**src/rtl/jsu_pkg.sv**
```systemverilog
// Shared types and constants for the JSON string unescaper
`timescale 1ns / 1ps
`default_nettype none

package jsu_pkg;

  // result kinds as seen on the output port
  typedef enum logic [1:0] {
    KIND_DATA = 2'd0,
    KIND_END  = 2'd1,
    KIND_ERR  = 2'd2
  } kind_e;

  // character codes the parser looks for
  localparam logic [7:0] CH_QUOTE = 8'h22;
  localparam logic [7:0] CH_BSLASH = 8'h5C;
  localparam logic [7:0] CH_SLASH = 8'h2F;
  localparam logic [7:0] CH_NUL = 8'h00;
  localparam logic [7:0] CH_B = 8'h62;
  localparam logic [7:0] CH_F = 8'h66;
  localparam logic [7:0] CH_N = 8'h6E;
  localparam logic [7:0] CH_R = 8'h72;
  localparam logic [7:0] CH_T = 8'h74;
  localparam logic [7:0] CH_U = 8'h75;

  // control bytes produced by escapes
  localparam logic [7:0] BYTE_BS = 8'h08;
  localparam logic [7:0] BYTE_FF = 8'h0C;
  localparam logic [7:0] BYTE_LF = 8'h0A;
  localparam logic [7:0] BYTE_CR = 8'h0D;
  localparam logic [7:0] BYTE_TAB = 8'h09;

  // utf-8 encoding constants
  localparam logic [15:0] UTF8_MAX1 = 16'h007F;
  localparam logic [15:0] UTF8_MAX2 = 16'h07FF;
  localparam logic [7:0] UTF8_LEAD2 = 8'hC0;
  localparam logic [7:0] UTF8_LEAD3 = 8'hE0;
  localparam logic [7:0] UTF8_CONT = 8'h80;

  // one decoded item: up to three results of one kind
  typedef struct packed {
    logic [1:0] count;   // number of results, 1 to 3
    kind_e      kind;
    logic [7:0] byte0;
    logic [7:0] byte1;
    logic [7:0] byte2;
  } cmd_t;

endpackage

`default_nettype wire

```
**src/rtl/jsu_front.sv**
```systemverilog
// Parser front end: accepts bytes, tracks string mode and builds result groups
`timescale 1ns / 1ps
`default_nettype none

module jsu_front
  import jsu_pkg::*;
(
  input  wire logic       clk_i,
  input  wire logic       rst_ni,
  input  wire logic       take_i,
  input  wire logic [7:0] in_byte_i,
  output logic            cmd_push_o,
  output cmd_t            cmd_o
);

  typedef enum logic [2:0] {
    M_IDLE = 3'd0,
    M_STR  = 3'd1,
    M_ESC  = 3'd2,
    M_HEX0 = 3'd3,
    M_HEX1 = 3'd4,
    M_HEX2 = 3'd5,
    M_HEX3 = 3'd6
  } mode_e;

  mode_e       mode_q, mode_d;
  logic [15:0] acc_q, acc_d;
  logic [3:0]  nib;
  logic        nib_ok;
  logic [15:0] code;

  // hex digit decode, either case
  always_comb begin
    nib    = 4'd0;
    nib_ok = 1'b1;
    if (in_byte_i >= 8'h30 && in_byte_i <= 8'h39) begin
      nib = in_byte_i[3:0];
    end else if ((in_byte_i >= 8'h41 && in_byte_i <= 8'h46) ||
                 (in_byte_i >= 8'h61 && in_byte_i <= 8'h66)) begin
      nib = in_byte_i[3:0] + 4'd9;
    end else begin
      nib_ok = 1'b0;
    end
  end

  assign code = {acc_q[11:0], nib};

  // next state and result group
  always_comb begin
    mode_d     = mode_q;
    acc_d      = acc_q;
    cmd_push_o = 1'b0;
    cmd_o      = '{count: 2'd1, kind: KIND_DATA, byte0: 8'd0, byte1: 8'd0, byte2: 8'd0};
    unique case (mode_q)
      M_STR: begin
        if (in_byte_i == CH_QUOTE) begin
          mode_d     = M_IDLE;
          cmd_push_o = 1'b1;
          cmd_o.kind = KIND_END;
        end else if (in_byte_i == CH_BSLASH) begin
          mode_d = M_ESC;
        end else if (in_byte_i == CH_NUL) begin
          mode_d     = M_IDLE;
          acc_d      = 16'd0;
          cmd_push_o = 1'b1;
          cmd_o.kind = KIND_ERR;
        end else begin
          cmd_push_o  = 1'b1;
          cmd_o.byte0 = in_byte_i;
        end
      end
      M_ESC: begin
        mode_d     = M_STR;
        cmd_push_o = 1'b1;
        unique case (in_byte_i)
          CH_QUOTE, CH_BSLASH, CH_SLASH: cmd_o.byte0 = in_byte_i;
          CH_B: cmd_o.byte0 = BYTE_BS;
          CH_F: cmd_o.byte0 = BYTE_FF;
          CH_N: cmd_o.byte0 = BYTE_LF;
          CH_R: cmd_o.byte0 = BYTE_CR;
          CH_T: cmd_o.byte0 = BYTE_TAB;
          CH_U: begin
            mode_d     = M_HEX0;
            acc_d      = 16'd0;
            cmd_push_o = 1'b0;
          end
          default: begin
            mode_d     = M_IDLE;
            acc_d      = 16'd0;
            cmd_o.kind = KIND_ERR;
          end
        endcase
      end
      M_HEX0, M_HEX1, M_HEX2, M_HEX3: begin
        if (!nib_ok) begin
          mode_d     = M_IDLE;
          acc_d      = 16'd0;
          cmd_push_o = 1'b1;
          cmd_o.kind = KIND_ERR;
        end else begin
          acc_d = code;
          if (mode_q == M_HEX3) begin
            mode_d     = M_STR;
            cmd_push_o = 1'b1;
            // utf-8 encoding of the collected code point
            if (code <= UTF8_MAX1) begin
              cmd_o.byte0 = code[7:0];
            end else if (code <= UTF8_MAX2) begin
              cmd_o.count = 2'd2;
              cmd_o.byte0 = UTF8_LEAD2 | {3'd0, code[10:6]};
              cmd_o.byte1 = UTF8_CONT | {2'd0, code[5:0]};
            end else begin
              cmd_o.count = 2'd3;
              cmd_o.byte0 = UTF8_LEAD3 | {4'd0, code[15:12]};
              cmd_o.byte1 = UTF8_CONT | {2'd0, code[11:6]};
              cmd_o.byte2 = UTF8_CONT | {2'd0, code[5:0]};
            end
          end else begin
            mode_d = mode_e'(mode_q + 3'd1);
          end
        end
      end
      default: begin
        // idle, waiting for the opening quote
        if (in_byte_i == CH_QUOTE) begin
          mode_d = M_STR;
          acc_d  = 16'd0;
        end else begin
          mode_d     = M_IDLE;
          acc_d      = 16'd0;
          cmd_push_o = 1'b1;
          cmd_o.kind = KIND_ERR;
        end
      end
    endcase
    if (!take_i) begin
      mode_d     = mode_q;
      acc_d      = acc_q;
      cmd_push_o = 1'b0;
    end
  end

  // parser state
  always_ff @(posedge clk_i or negedge rst_ni) begin
    if (!rst_ni) begin
      mode_q <= M_IDLE;
      acc_q  <= 16'd0;
    end else begin
      mode_q <= mode_d;
      acc_q  <= acc_d;
    end
  end

endmodule

`default_nettype wire

```
**src/rtl/jsu_fifo.sv**
```systemverilog
// Small queue of result groups between the parser and the output stage
`timescale 1ns / 1ps
`default_nettype none

module jsu_fifo
  import jsu_pkg::*;
#(
  parameter int unsigned DEPTH = 4
) (
  input  wire logic clk_i,
  input  wire logic rst_ni,
  input  wire logic push_i,
  input  wire cmd_t data_i,
  output logic      full_o,
  input  wire logic pop_i,
  output logic      valid_o,
  output cmd_t      data_o
);

  localparam int unsigned AW = (DEPTH > 1) ? $clog2(DEPTH) : 1;
  localparam int unsigned CW = $clog2(DEPTH + 1);
  localparam logic [AW-1:0] LAST_PTR = AW'(DEPTH - 1);
  localparam logic [CW-1:0] FULL_CNT = CW'(DEPTH);

  cmd_t          mem [DEPTH];
  logic [AW-1:0] wr_ptr_q, rd_ptr_q;
  logic [CW-1:0] cnt_q;
  logic          do_push, do_pop;

  assign full_o  = (cnt_q == FULL_CNT);
  assign valid_o = (cnt_q != '0);
  assign do_push = push_i && !full_o;
  assign do_pop  = pop_i && valid_o;
  assign data_o  = mem[rd_ptr_q];

  // storage write
  always_ff @(posedge clk_i) begin
    if (do_push) begin
      mem[wr_ptr_q] <= data_i;
    end
  end

  // pointers and fill count
  always_ff @(posedge clk_i or negedge rst_ni) begin
    if (!rst_ni) begin
      wr_ptr_q <= '0;
      rd_ptr_q <= '0;
      cnt_q    <= '0;
    end else begin
      if (do_push) begin
        wr_ptr_q <= (wr_ptr_q == LAST_PTR) ? '0 : wr_ptr_q + 1'b1;
      end
      if (do_pop) begin
        rd_ptr_q <= (rd_ptr_q == LAST_PTR) ? '0 : rd_ptr_q + 1'b1;
      end
      if (do_push && !do_pop) begin
        cnt_q <= cnt_q + 1'b1;
      end else if (do_pop && !do_push) begin
        cnt_q <= cnt_q - 1'b1;
      end
    end
  end

endmodule

`default_nettype wire

```
**src/rtl/jsu_back.sv**
```systemverilog
// Output stage: splits result groups into single results behind an output register
`timescale 1ns / 1ps
`default_nettype none

module jsu_back
  import jsu_pkg::*;
(
  input  wire logic  clk_i,
  input  wire logic  rst_ni,
  input  wire logic  cmd_valid_i,
  input  wire cmd_t  cmd_i,
  output logic       cmd_pop_o,
  input  wire logic  pop,
  output logic       empty,
  output logic [7:0] out_byte_o,
  output logic [1:0] kind_o,
  output logic       last_o
);

  logic [1:0] idx_q;
  logic       out_v_q;
  logic [7:0] byte_q;
  kind_e      kind_q;
  logic       last_q;
  logic       move, is_last;
  logic [7:0] sel_byte;

  // move one result whenever the output register is free or being taken
  assign move      = cmd_valid_i && (!out_v_q || pop);
  assign is_last   = (idx_q == cmd_i.count - 2'd1);
  assign cmd_pop_o = move && is_last;

  // pick the byte of the current group
  always_comb begin
    unique case (idx_q)
      2'd0:    sel_byte = cmd_i.byte0;
      2'd1:    sel_byte = cmd_i.byte1;
      default: sel_byte = cmd_i.byte2;
    endcase
  end

  // output register payload
  always_ff @(posedge clk_i) begin
    if (move) begin
      byte_q <= sel_byte;
      kind_q <= cmd_i.kind;
      last_q <= is_last;
    end
  end

  // group index and output valid
  always_ff @(posedge clk_i or negedge rst_ni) begin
    if (!rst_ni) begin
      idx_q   <= 2'd0;
      out_v_q <= 1'b0;
    end else begin
      if (move) begin
        idx_q   <= is_last ? 2'd0 : idx_q + 2'd1;
        out_v_q <= 1'b1;
      end else if (pop) begin
        out_v_q <= 1'b0;
      end
    end
  end

  assign empty      = !out_v_q;
  assign out_byte_o = byte_q;
  assign kind_o     = kind_q;
  assign last_o     = last_q;

endmodule

`default_nettype wire

```
**src/rtl/json_string_unescape.sv**
```systemverilog
// Top level of the JSON quoted-string unescaper
//
//   channel  | handshake         | payload
//   ---------+-------------------+---------------------------------
//   input    | push / full       | in_byte_i[7:0]
//   result   | empty / pop       | out_byte_o[7:0], kind_o[1:0], last_o
//
// One input byte is taken per cycle while full is low; the parser decides in
// the same cycle and queues zero or one group of one to three results.
// The output stage delivers one result per cycle while pop is high or its
// register is empty, so a \u escape that encodes to three bytes keeps the
// output busy until all three are out; the group queue absorbs such bursts
// and fills only when the consumer holds off pop. Reset (rst_ni low,
// asynchronous) empties the group queue and output register; parser idles.
`timescale 1ns / 1ps
`default_nettype none

module json_string_unescape
  import jsu_pkg::*;
#(
  parameter int unsigned QUEUE_DEPTH = 4
) (
  input  wire logic       clk_i,
  input  wire logic       rst_ni,
  input  wire logic       push,
  output logic            full,
  input  wire logic [7:0] in_byte_i,
  input  wire logic       pop,
  output logic            empty,
  output logic [7:0]      out_byte_o,
  output logic [1:0]      kind_o,
  output logic            last_o
);

  logic take;
  logic cmd_push, cmd_valid, cmd_pop;
  cmd_t cmd_in, cmd_head;

  assign take = push && !full;

  // parser
  jsu_front u_front (
    .clk_i      (clk_i),
    .rst_ni     (rst_ni),
    .take_i     (take),
    .in_byte_i  (in_byte_i),
    .cmd_push_o (cmd_push),
    .cmd_o      (cmd_in)
  );

  // group queue
  jsu_fifo #(
    .DEPTH (QUEUE_DEPTH)
  ) u_fifo (
    .clk_i   (clk_i),
    .rst_ni  (rst_ni),
    .push_i  (cmd_push),
    .data_i  (cmd_in),
    .full_o  (full),
    .pop_i   (cmd_pop),
    .valid_o (cmd_valid),
    .data_o  (cmd_head)
  );

  // result serializer
  jsu_back u_back (
    .clk_i       (clk_i),
    .rst_ni      (rst_ni),
    .cmd_valid_i (cmd_valid),
    .cmd_i       (cmd_head),
    .cmd_pop_o   (cmd_pop),
    .pop         (pop),
    .empty       (empty),
    .out_byte_o  (out_byte_o),
    .kind_o      (kind_o),
    .last_o      (last_o)
  );

endmodule

`default_nettype wire
```
**config.mk**
```make
export PLATFORM = sky130hd
export DESIGN_NAME = json_string_unescape
export DESIGN_NICKNAME = d
export VERILOG_FILES = /design/src/rtl/jsu_pkg.sv /design/src/rtl/jsu_front.sv /design/src/rtl/jsu_fifo.sv /design/src/rtl/jsu_back.sv /design/src/rtl/json_string_unescape.sv
export SDC_FILE = /design/constraint.sdc
export NUM_CORES = 1
export LEC_CHECK = 0
export ABC_AREA = 1
export BUFFER_PORTS_ARGS = -buffer_cell sky130_fd_sc_hd__buf_2
export CORE_MARGIN = 2
export CORE_UTILIZATION = 25
export CTS_CLUSTER_DIAMETER = 120
export DETAILED_ROUTE_END_ITERATION = 12
export MAX_ROUTING_LAYER = met4
export PLACE_DENSITY = 0.37
export SYNTH_ARGS = -nofsm -noshare
export SYNTH_HDL_FRONTEND = slang
export SYNTH_SLANG_ARGS = --single-unit
export TNS_END_PERCENT = 100
```
**constraint.sdc**
```tcl
create_clock -name clk_i -period 7.4 [get_ports clk_i]
set_input_delay 0.37 -clock clk_i [delete_from_list [all_inputs] [get_ports clk_i]]
set_output_delay 0.37 -clock clk_i [all_outputs]
set_load 0.01 [all_outputs]
```
==> metrics.txt, run 1 <==
per-instance average area after synthesis=9.685 um2; total leakage power=3.105 nW; worst hold path class=in2reg; wire length per cell after detailed routing=17.39 um; mapped cell area=6566 um2; clock net sink count=136; Syn Inst Count=678; final core utilization=0.2960; unique cell type count in the Yosys netlist=35; critical path data arrival time=3.44 ns; H-tree levels=4; crit path launch type=register; Skew-Pair Late Insertion Delay=0.42 ns; maximum cell stage delay along the critical path=0.61 ns; overflow left after global routing=0; Setup Buffers After CTS=0; count of boundary I/O pins=25; all-layer global routing usage=0.1404; ANT cells=0; area of the die=27,580 um2; Clk network pwr share=0.299; initial drt markers=281; post-DR vias/cell=4.591; portion of total power attributed to sequential cells=0.384; clock-pin slew on the worst setup and hold paths=0.06 ns; internal power of the cells=1.837 mW; CTS buffer count=17; Critical Path Most Common Cell=o21ai_0; hold violation total from the final report=0; weighted congestion at the end of routability-driven global placement=0.8544; category of the critical setup timing path=reg2reg; sw power=1.020 mW; power per cell area=372.5 nW/um2; vias in the first global route=4,852; total via count in the routed design=4,853; TritonCTS clock tree=built; cells along the critical path=or2_2, o21ai_0, clkinv_1, nand2_1, ha_1, inv_1, fa_1, a21oi_1, o21ai_0, xor2_1; Seq/Total Area, Yosys=0.6029; Worst-Margin Slew=0.6973 ns; maxcap violations=0; Layout Skew=0.009448 ns; Fmax achieved=318.6 MHz; starting density of the core=0.2534; accumulated negative setup slack=0 ns; Clock Tree Buf Depth=2; final worst-path cycle share=0.4242; Finished Cell Area=7670 um2; worst slew margin relative to its limit=0.5323; number of failing setup endpoints in the final timing report=0; outcome=completed; number of register bits inferred by synthesis=136; total core area=25,910 um2; master of the slowest instance on the critical path=clkinv_1; minimum clock period=3.139 ns; post-synthesis net count=703; first-pass GRT wire length=28.37 mm; input/output buffers=24; largest vdd supply drop=0.0001226 V; net switching fraction of the power=0.3571; placed standard-cell area=7073 um2; Die W=166.1 um; number of antenna violations at the first check in global routing=0; routed wire length=18.39 mm; DP Wirelength=11.87 mm; Comb power frac=0.318; setup repair after global routing missed its margin=false; DRC errors left=0; number of max-slew violations in the final report=0; root buffer cell=clkbuf_16; proportion of layout cells with a drive suffix above 1=0.1330; Filler cells=2,658; site row count=59; residual antenna-violating net count after detailed routing=0; Die Ht=166.1 um; largest fanout on the critical path=18; iteration count of the initial detailed-routing pass=5; count of yosys warnings during synthesis=0; required time of the critical path=7.70 ns; number of nets in the layout=734; critical path capture point type=register; largest net degree at the start of global routing=54; synthesis-to-layout area growth=16.81%
==> per-layer routing <==
metal | global-route usage | vias up | share of wire | wire, um
li1 | - | 2370 | - | -
met1 | 0.1816 | 2388 | 0.48 | 8821
met2 | 0.2275 | 84 | 0.48 | 8760
met3 | 0.02526 | 11 | 0.034 | 628
met4 | 0.03781 | 0 | 0.0095 | 174
met5 | - | - | 0 | 0
==> state kept, by name, indices dropped and copies added (netlist names) <==
register,flops
u_back.out_byte_o,8
u_fifo.wr_ptr_q,2
u_back.last_o,1
u_fifo.rd_ptr_q,2
u_front.acc_q,12
u_back.kind_o,2
u_fifo.cnt_q,3
u_back.out_v_q,1
u_front.mode_q,3
u_back.idx_q,2
u_fifo.mem,100
==> power by group through the flow <==
stage	sequential, mW	clock, mW	combinational, mW
3_3_place_gp	1.11	0	0.918
3_5_place_dp	1.11	0	0.926
2_1_floorplan	1.12	0	0.591
5_1_grt	1.11	0.901	1.03
4_1_cts	1.10	0.867	0.929
6_report	1.10	0.854	0.907
==> cells in the final DEF, fill, tap and decap left out, types with 2 or more instances in the layout <==
master	netlist	final
a21oi_1	3	3
and2_1	2	2
buf_2	7	24
buf_4	0	8
bufinv_16	0	3
clkbuf_1	12	2
clkbuf_16	0	17
clkinv_1	1	5
clkinvlp_4	0	4
dfrtp_1	25	25
edfxtp_1	111	111
ha_1	12	12
inv_1	60	59
inv_2	3	3
nand2_1	143	143
nand2_2	10	10
nand2_4	5	5
nand3_1	61	61
nand3_2	3	3
nand4_1	9	9
nor2_1	99	95
nor2_2	6	10
nor3_1	3	3
o21ai_0	59	59
o22ai_1	28	28
xor2_1	2	2
==> timing repair <==
action | in CTS | in global routing
endpoints found under the setup margin | 0 | 0
resized for setup | 0 | 0
hold buffers | 1 | 0
hold endpoints to repair | 5 | 0
==> critical path, delay by kind of cell (launching register included) <==
kind / cells / cell delay [ns]
buffers and inverters: 2 / 0.68
and+or+nand+nor: 2 / 0.67
adders and majority gates: 2 / 0.62
AOI/OAI and AO/OA: 3 / 0.48
DFF: 1 / 0.42
xor gates and xnor gates: 1 / 0.15
==> synth_stat cells <==
cell type | count | area [um2]
edfxtp_1 | 111 | 3333
buf_6 | 2 | 22.52
nor2_1 | 99 | 371.6
clkinv_1 | 1 | 3.750
a21boi_1 | 1 | 7.510
inv_1 | 60 | 225.2
nand2_1 | 143 | 536.8
or2_2 | 1 | 6.260
o211ai_1 | 1 | 7.510
o22ai_1 | 28 | 175.2
ha_1 | 12 | 150.1
nand3_1 | 61 | 305.3
nor3_1 | 3 | 15.01
nand3_2 | 3 | 30.03
inv_2 | 3 | 11.26
nor2_2 | 6 | 37.54
nand4_1 | 9 | 56.30
nand2_4 | 5 | 56.30
a21oi_4 | 1 | 16.27
a21oi_1 | 3 | 15.01
nand3_4 | 1 | 17.52
nand2_2 | 10 | 62.56
o21ai_2 | 1 | 8.760
dfrtp_1 | 25 | 625.6
fa_1 | 1 | 20.02
nor4_1 | 1 | 6.260
mux2_2 | 1 | 11.26
clkbuf_1 | 12 | 45.04
o21ai_1 | 1 | 5.000
xnor2_1 | 1 | 8.760
xor2_1 | 2 | 17.52
buf_2 | 7 | 35.03
nand4_2 | 1 | 12.51
and2_1 | 2 | 12.51
o21ai_0 | 59 | 295.3
==> cell families (layout without fill, tap and decap cells) <==
| group | after synthesis | in the layout | synth area share |
|---|---|---|---|
| AOI/OAI and AO/OA | 95 | 95 | 0.08079 |
| xor gates and xnor gates | 3 | 3 | 0.004002 |
| adders and majority gates | 13 | 13 | 0.02591 |
| buffers and inverters | 85 | 129 | 0.05221 |
| DFF | 136 | 136 | 0.6029 |
| muxes | 1 | 1 | 0.001715 |
| and+or+nand+nor | 345 | 345 | 0.2325 |
==> path summary, 6_finish.rpt <==
kind                       cells past startpoint              from                 to  slack [ns]
setup / recovery                              10   u_fifo.cnt_q[0]    u_fifo.cnt_q[2]        4.26
hold / removal                                 4               pop     u_back.out_v_q        0.20
setup reg to reg                              10   u_fifo.cnt_q[0]    u_fifo.cnt_q[2]        4.26
hold reg to reg                                2  u_front.acc_q[9]   u_front.acc_q[9]        0.49
max in group asynchronous                      2            rst_ni   u_front.acc_q[1]        6.45
min in group asynchronous                      2            rst_ni  u_front.mode_q[0]        0.50
==> metrics by stage <==
step           worst slack, ns  hold WS, ns  total power [mW]  cells
2_1_floorplan            4.582      0.07441             1.710    678
3_3_place_gp             4.212       0.4388             2.028   1024
3_5_place_dp             4.211       0.4459             2.040   1024
4_1_cts                  4.203       0.1969             2.895   1057
5_1_grt                  3.879       0.2205             3.043   1057
6_report                 4.261       0.2026             2.857   1057
==> area by class of cell <==
cell class                 count  area, um2  area share
clock buffer                  19      432.9     0.05644
clock inverter                13      153.9     0.02007
inverter                      64      240.2     0.03132
multi-input combinational    457       2275      0.2966
sequential                   136       3959      0.5162
tap                          335      419.2     0.05465
timing repair buffer          33      190.2     0.02480
(Power assumes the default switching activity.)
==> run 2, diff against run 1 <==
ABC_AREA = 0   (was 1)
clock period = 3.2 ns   (was 7.4 ns; I/O delays follow)
==> run 2 against run 1 <==
Effect of this change: routed wire length fell by 16%; sequential cell count is the same; worst setup slack worse by 3.9 ns; cell area fell by 1.3%; critical endpoint is now u_fifo.cnt_q[1].
==> metrics.txt, run 2 <==
outcome=completed; total leakage power=2.671 nW; DP Wirelength=10.52 mm; Filler cells=2,456; hold violation total from the final report=0; Skew-Pair Late Insertion Delay=0.42 ns; main combinational cell family by area after synthesis=simple AND/OR/NAND/NOR gates; proportion of layout cells with a drive suffix above 1=0.2445; maxcap violations=0; minimum clock period=2.874 ns; post-synthesis net count=462; number of register bits inferred by synthesis=136; share of the synthesized area in the top cell type=0.5337; clock-pin slew on the worst setup and hold paths=0.06 ns; Die W=162.1 um; critical path data arrival time=3.18 ns; Seq/Total Area, Yosys=0.6338; area used by multi-input combinational logic=2162 um2; required time of the critical path=3.50 ns; post-layout power=6.488 mW; count of yosys warnings during synthesis=0; Area contributors post-synth=edfxtp_1 (53%), dfrtp_1 (10%), mux4_2 (9.0%); proportion of register bits with asynchronous set or reset after synthesis=0.1838; multiplexer share of the synthesized area=0.1038; residual antenna-violating net count after detailed routing=0; Setup Buffers After CTS=0; critical path capture point type=register; commonest non-fill, non-tap cell in the layout=edfxtp_1; iteration count of the initial detailed-routing pass=4; largest fanout on the critical path=4; setup slack on the worst flop-to-flop path=0.33 ns; total via count in the routed design=3,851; post-DR vias/cell=4.657; worst hold path class=in2reg; input/output buffers=24; commonest non-fill, non-tap cells in the layout=edfxtp_1 (111), nand2_1 (37), o21ai_0 (33), mux4_2 (25); power per cell area=857.2 nW/um2; post-synthesis compound-gate area fraction=0.09515; Fmax achieved=347.9 MHz; ANT cells=0; post-cts sizing count=0; Die Ht=162.1 um; Layout Skew=0.01369 ns; area of the die=26,270 um2; Worst-Margin Slew=0.7194 ns; Syn Inst Count=437; total core area=24,390 um2; wire length per cell after detailed routing=18.74 um; unique cell type count in the Yosys netlist=57; routed wire length=15.50 mm; number of synthesized flops with an enable pin=111; starting density of the core=0.2561; number of max-slew violations in the final report=0; CTS buffer count=17; all-layer global routing usage=0.1280; count of boundary I/O pins=25; crit path launch type=register; Post-Synth Adder-Cell Area=0.02724; vias in the first global route=3,943; post-synthesis xor/xnor area fraction=0.008413; DRC errors left=0; simple logic cell fraction of the synthesized area=0.1116; initial drt markers=180; setup repair after global routing missed its margin=false; number of antenna violations at the first check in global routing=0; leading area contributor after synthesis=edfxtp_1; clock net sink count=136; dominant cell by count in the synthesized netlist=edfxtp_1; most common library cells after synthesis=edfxtp_1 (111), nand2_1 (37), o21ai_0 (33); TritonCTS clock tree=built; largest reg by FF count=u_fifo.mem; Clock Tree Buf Depth=2; most used flip-flop cell after synthesis=edfxtp_1; largest vdd supply drop=0.0002802 V; per-instance average area after synthesis=14.29 um2; worst slew margin relative to its limit=0.5153; flip-flop count of the largest register, all copies and words added=100; FF+latch area=3960 um2; accumulated negative setup slack=0 ns; category of the critical setup timing path=reg2reg; number of nets in the layout=515; largest net degree at the start of global routing=26; overflow left after global routing=0; site row count=57; mapped cell area=6246 um2; H-tree levels=4; first-pass GRT wire length=24.08 mm; root buffer cell=clkbuf_16; final worst-path cycle share=0.8982; weighted congestion at the end of routability-driven global placement=0.8298; synthesis-to-layout area growth=21.17%; number of failing setup endpoints in the final timing report=0
## run 2: logic make-up (layout without fill, tap and decap cells)
logic type,count (synthesis),after routing
DFF,136,136
and+or+nand+nor,131,131
buffers and inverters,32,98
AOI/OAI and AO/OA,87,87
adders and majority gates,13,13
xor gates and xnor gates,6,6
muxes,32,32
## run 2: final timing paths
check / endpoint / from / cells after the start
min in group asynchronous: u_back.idx_q[0] / rst_ni / 2
min: u_fifo.mem[3][23] / in_byte_i[7] / 2
max: u_fifo.cnt_q[1] / u_fifo.rd_ptr_q[0] / 10
min reg2reg: u_fifo.cnt_q[2] / u_fifo.cnt_q[2] / 1
max reg2reg: u_fifo.cnt_q[1] / u_fifo.rd_ptr_q[0] / 10
max in group asynchronous: u_fifo.rd_ptr_q[0] / rst_ni / 2
## run 2: final cells by class
type | instances | area share
Inverter | 14 | 0.006943
Clock buffer | 20 | 0.05770
Multi-Input combinational cell | 269 | 0.2857
Timing Repair Buffer | 52 | 0.05092
Tap cell | 324 | 0.05356
Sequential cell | 136 | 0.5232
Clock inverter | 12 | 0.02199
## run 2: report_power, final
part           total [mW]  internal [mW]  leakage [nW]  switching, mW
registers            2.55           2.41          1.35          0.133
logic                1.93          0.879          1.03           1.06
clock network        2.01           1.24         0.286          0.766
total                6.49           4.53          2.67           1.96
## run 2: routing by layer
metal,share of wire,vias up,track usage
met5,0,-,-
met4,0.015,0,0.04063
met3,0.031,19,0.02758
met2,0.47,67,0.1934
met1,0.48,1966,0.1728
li1,-,1799,-
## run 2: worst max-delay path: stages (launching register included)
cell and delay [ns]:
dfrtp_2 0.40, mux4_2 0.54, xnor2_1 0.19, nand2_1 0.10, o22ai_1 0.26, and2_1 0.26
inv_1 0.08, ha_1 0.22, inv_1 0.08, fa_1 0.39, mux2_2 0.26
## run 2: what timing repair did
item / CTS / global route
endpoints found under the setup margin: 0 / 0
hold buffers: 2 / 0
endpoints found under the hold margin: 26 / 0
## run 2: per-stage QoR
| step | hold WS, ns | worst slack [ns] | area [um2] | instances | util |
|---|---|---|---|---|---|
| 3_3_place_gp | 0.2203 | 0.2455 | 6945 | 793 | 0.2848 |
| 6_report | 0.2468 | 0.3258 | 7569 | 827 | 0.3103 |
| 5_1_grt | 0.2485 | 0.08846 | 7569 | 827 | 0.3103 |
| 3_5_place_dp | 0.2274 | 0.1345 | 6945 | 793 | 0.2848 |
| 2_1_floorplan | -0.1356 | 0.3842 | 6246 | 437 | - |
| 4_1_cts | 0.2187 | 0.2758 | 7569 | 827 | 0.3103 |
==> run 3, diff against run 2 <==
CORE_ASPECT_RATIO = 1.1   (was unset)
==> run 3 against run 2 <==
Effect of this change: critical path depth is the same; cell count shrank 2.1%; core utilization shrank 0.10 points; first-iteration DRC count up 63%; cell area hardly changed; routed wire length is 0.57% lower; count of clock-buffer cells in the layout rose by 3; sequential power is essentially flat.
==> metrics.txt, run 3 (synthesis results as in run 2) <==
largest reg by FF count=u_fifo.mem; iteration count of the initial detailed-routing pass=5; setup slack on the worst flop-to-flop path=0.31 ns; setup repair after global routing missed its margin=false; post-DR vias/cell=4.749; number of max-slew violations in the final report=0; DRC errors left=0; largest net degree at the start of global routing=26; all-layer global routing usage=0.1284; initial drt markers=294; total core area=24,470 um2; synthesis-to-layout area growth=21.19%; weighted congestion at the end of routability-driven global placement=0.8509; Layout Skew=0.01654 ns; input/output buffers=24; routed wire length=15.41 mm; internal power of the cells=4.709 mW; critical path data arrival time=3.19 ns; DP Wirelength=10.17 mm; worst slew margin relative to its limit=0.5128; Setup crit end=u_fifo.cnt_q[1]; overflow left after global routing=0; Min Hold Slack=0.2279 ns; total leakage power=2.673 nW; Clock Tree Buf Depth=2; crit path launch type=register; flip-flop count of the largest register, all copies and words added=100; wire length per cell after detailed routing=19.03 um; ANT cells=0; net switching fraction of the power=0.2840; first-pass GRT wire length=24.03 mm; vias in the first global route=3,992; category of the critical setup timing path=reg2reg; clock net sink count=136; root buffer cell=clkbuf_16; Die Ht=169.8 um; portion of total power attributed to sequential cells=0.389; Setup Buffers After CTS=0; number of nets in the layout=512; Reg2Reg Launch Point=u_fifo.rd_ptr_q[0]; residual antenna-violating net count after detailed routing=0; count of boundary I/O pins=25; number of failing setup endpoints in the final timing report=0; power per cell area=868.9 nW/um2; clock-pin slew on the worst setup and hold paths=0.06 ns; Clk network pwr share=0.322; Worst-Margin Slew=0.7308 ns; final worst-path cycle share=0.9044; total via count in the routed design=3,847; outcome=completed; Die W=154.7 um; TritonCTS clock tree=built; minimum clock period=2.894 ns; commonest non-fill, non-tap cells in the layout=edfxtp_1 (111), nand2_1 (37), o21ai_0 (33), mux4_2 (25); area of the die=26,270 um2; number of antenna violations at the first check in global routing=0; maxcap violations=0; worst hold path class=in2reg; Critical path origin=u_fifo.rd_ptr_q[0]; accumulated negative setup slack=0 ns; Fmax achieved=345.5 MHz; starting density of the core=0.2552; sw power=1.868 mW; largest fanout on the critical path=4; H-tree levels=4; CTS buffer count=17; critical path capture point type=register; commonest non-fill, non-tap cell in the layout=edfxtp_1; capture instance of the worst register-to-register path=u_fifo.cnt_q[1]; required time of the critical path=3.49 ns; placed standard-cell area=6909 um2; Comb power frac=0.289; worst reg-to-reg path cell count=10; Finished Cell Area=7570 um2; proportion of layout cells with a drive suffix above 1=0.2360; hold violation total from the final report=0; largest vdd supply drop=0.0002709 V; site row count=60; Skew-Pair Late Insertion Delay=0.41 ns
[run 3: critical path: stages, from the launching register on]
cell and delay (ns):
dfrtp_2 0.40, mux4_2 0.55, xnor2_1 0.20, nand2_1 0.10
o22ai_1 0.25, and2_1 0.26, inv_1 0.06, ha_1 0.22
inv_1 0.08, fa_1 0.39, mux2_2 0.27
[run 3: layer usage]
metal,global-route usage,vias to the layer above,wire (um)
met2,0.1958,100,7074
met5,-,-,0
met3,0.02426,20,509
li1,-,1801,-
met4,0.05032,0,333
met1,0.1699,1926,7494
[run 3: power by group through the flow]
stage / logic [mW] / clock network (mW) / registers, mW
after floorplan: 1.28 / 0 / 2.59
after global placement: 1.96 / 0 / 2.59
after detailed placement: 1.96 / 0 / 2.60
after CTS: 1.97 / 2.17 / 2.57
after global routing: 2.12 / 2.24 / 2.60
final: 1.90 / 2.12 / 2.56
[run 3: repair_timing]
item	4_1_cts	5_1_grt
hold buffers	2	0
resized for setup	0	0
endpoints found under the hold margin	26	0
[run 3: per-stage QoR]
step           instances    util  power, mW  worst slack [ns]
6_report             810  0.3093      6.577            0.3059
4_1_cts              810  0.3093      6.703            0.2673
3_3_place_gp         776  0.2823      4.550            0.1927
3_5_place_dp         776  0.2823      4.563            0.1233
5_1_grt              810  0.3093      6.960           0.09013
2_1_floorplan        437       -      3.864            0.3842
[run 3: area by class of cell]
cell class | instances | area [um2]
inverter | 14 | 52.55
timing repair buffer | 49 | 362.8
clock inverter | 9 | 172.7
clock buffer | 23 | 467.9
multi-input combinational | 269 | 2166
tap | 310 | 387.9
fill | 2468 | 16900
sequential | 136 | 3960
[run 3: worst min-delay path by stage]
stage	from	endpoint	slack, ns	cells past startpoint
after CTS	in_byte_i[7]	u_fifo.mem[1][23]	0.19	2
after global placement	rst_ni	u_back.idx_q[0]	0.25	1
after detailed placement	rst_ni	u_back.out_v_q	0.25	1
after floorplan	rst_ni	u_back.idx_q[0]	-0.14	0
after global routing	in_byte_i[7]	u_fifo.mem[1][23]	0.26	2
final	in_byte_i[7]	u_fifo.mem[1][23]	0.23	2
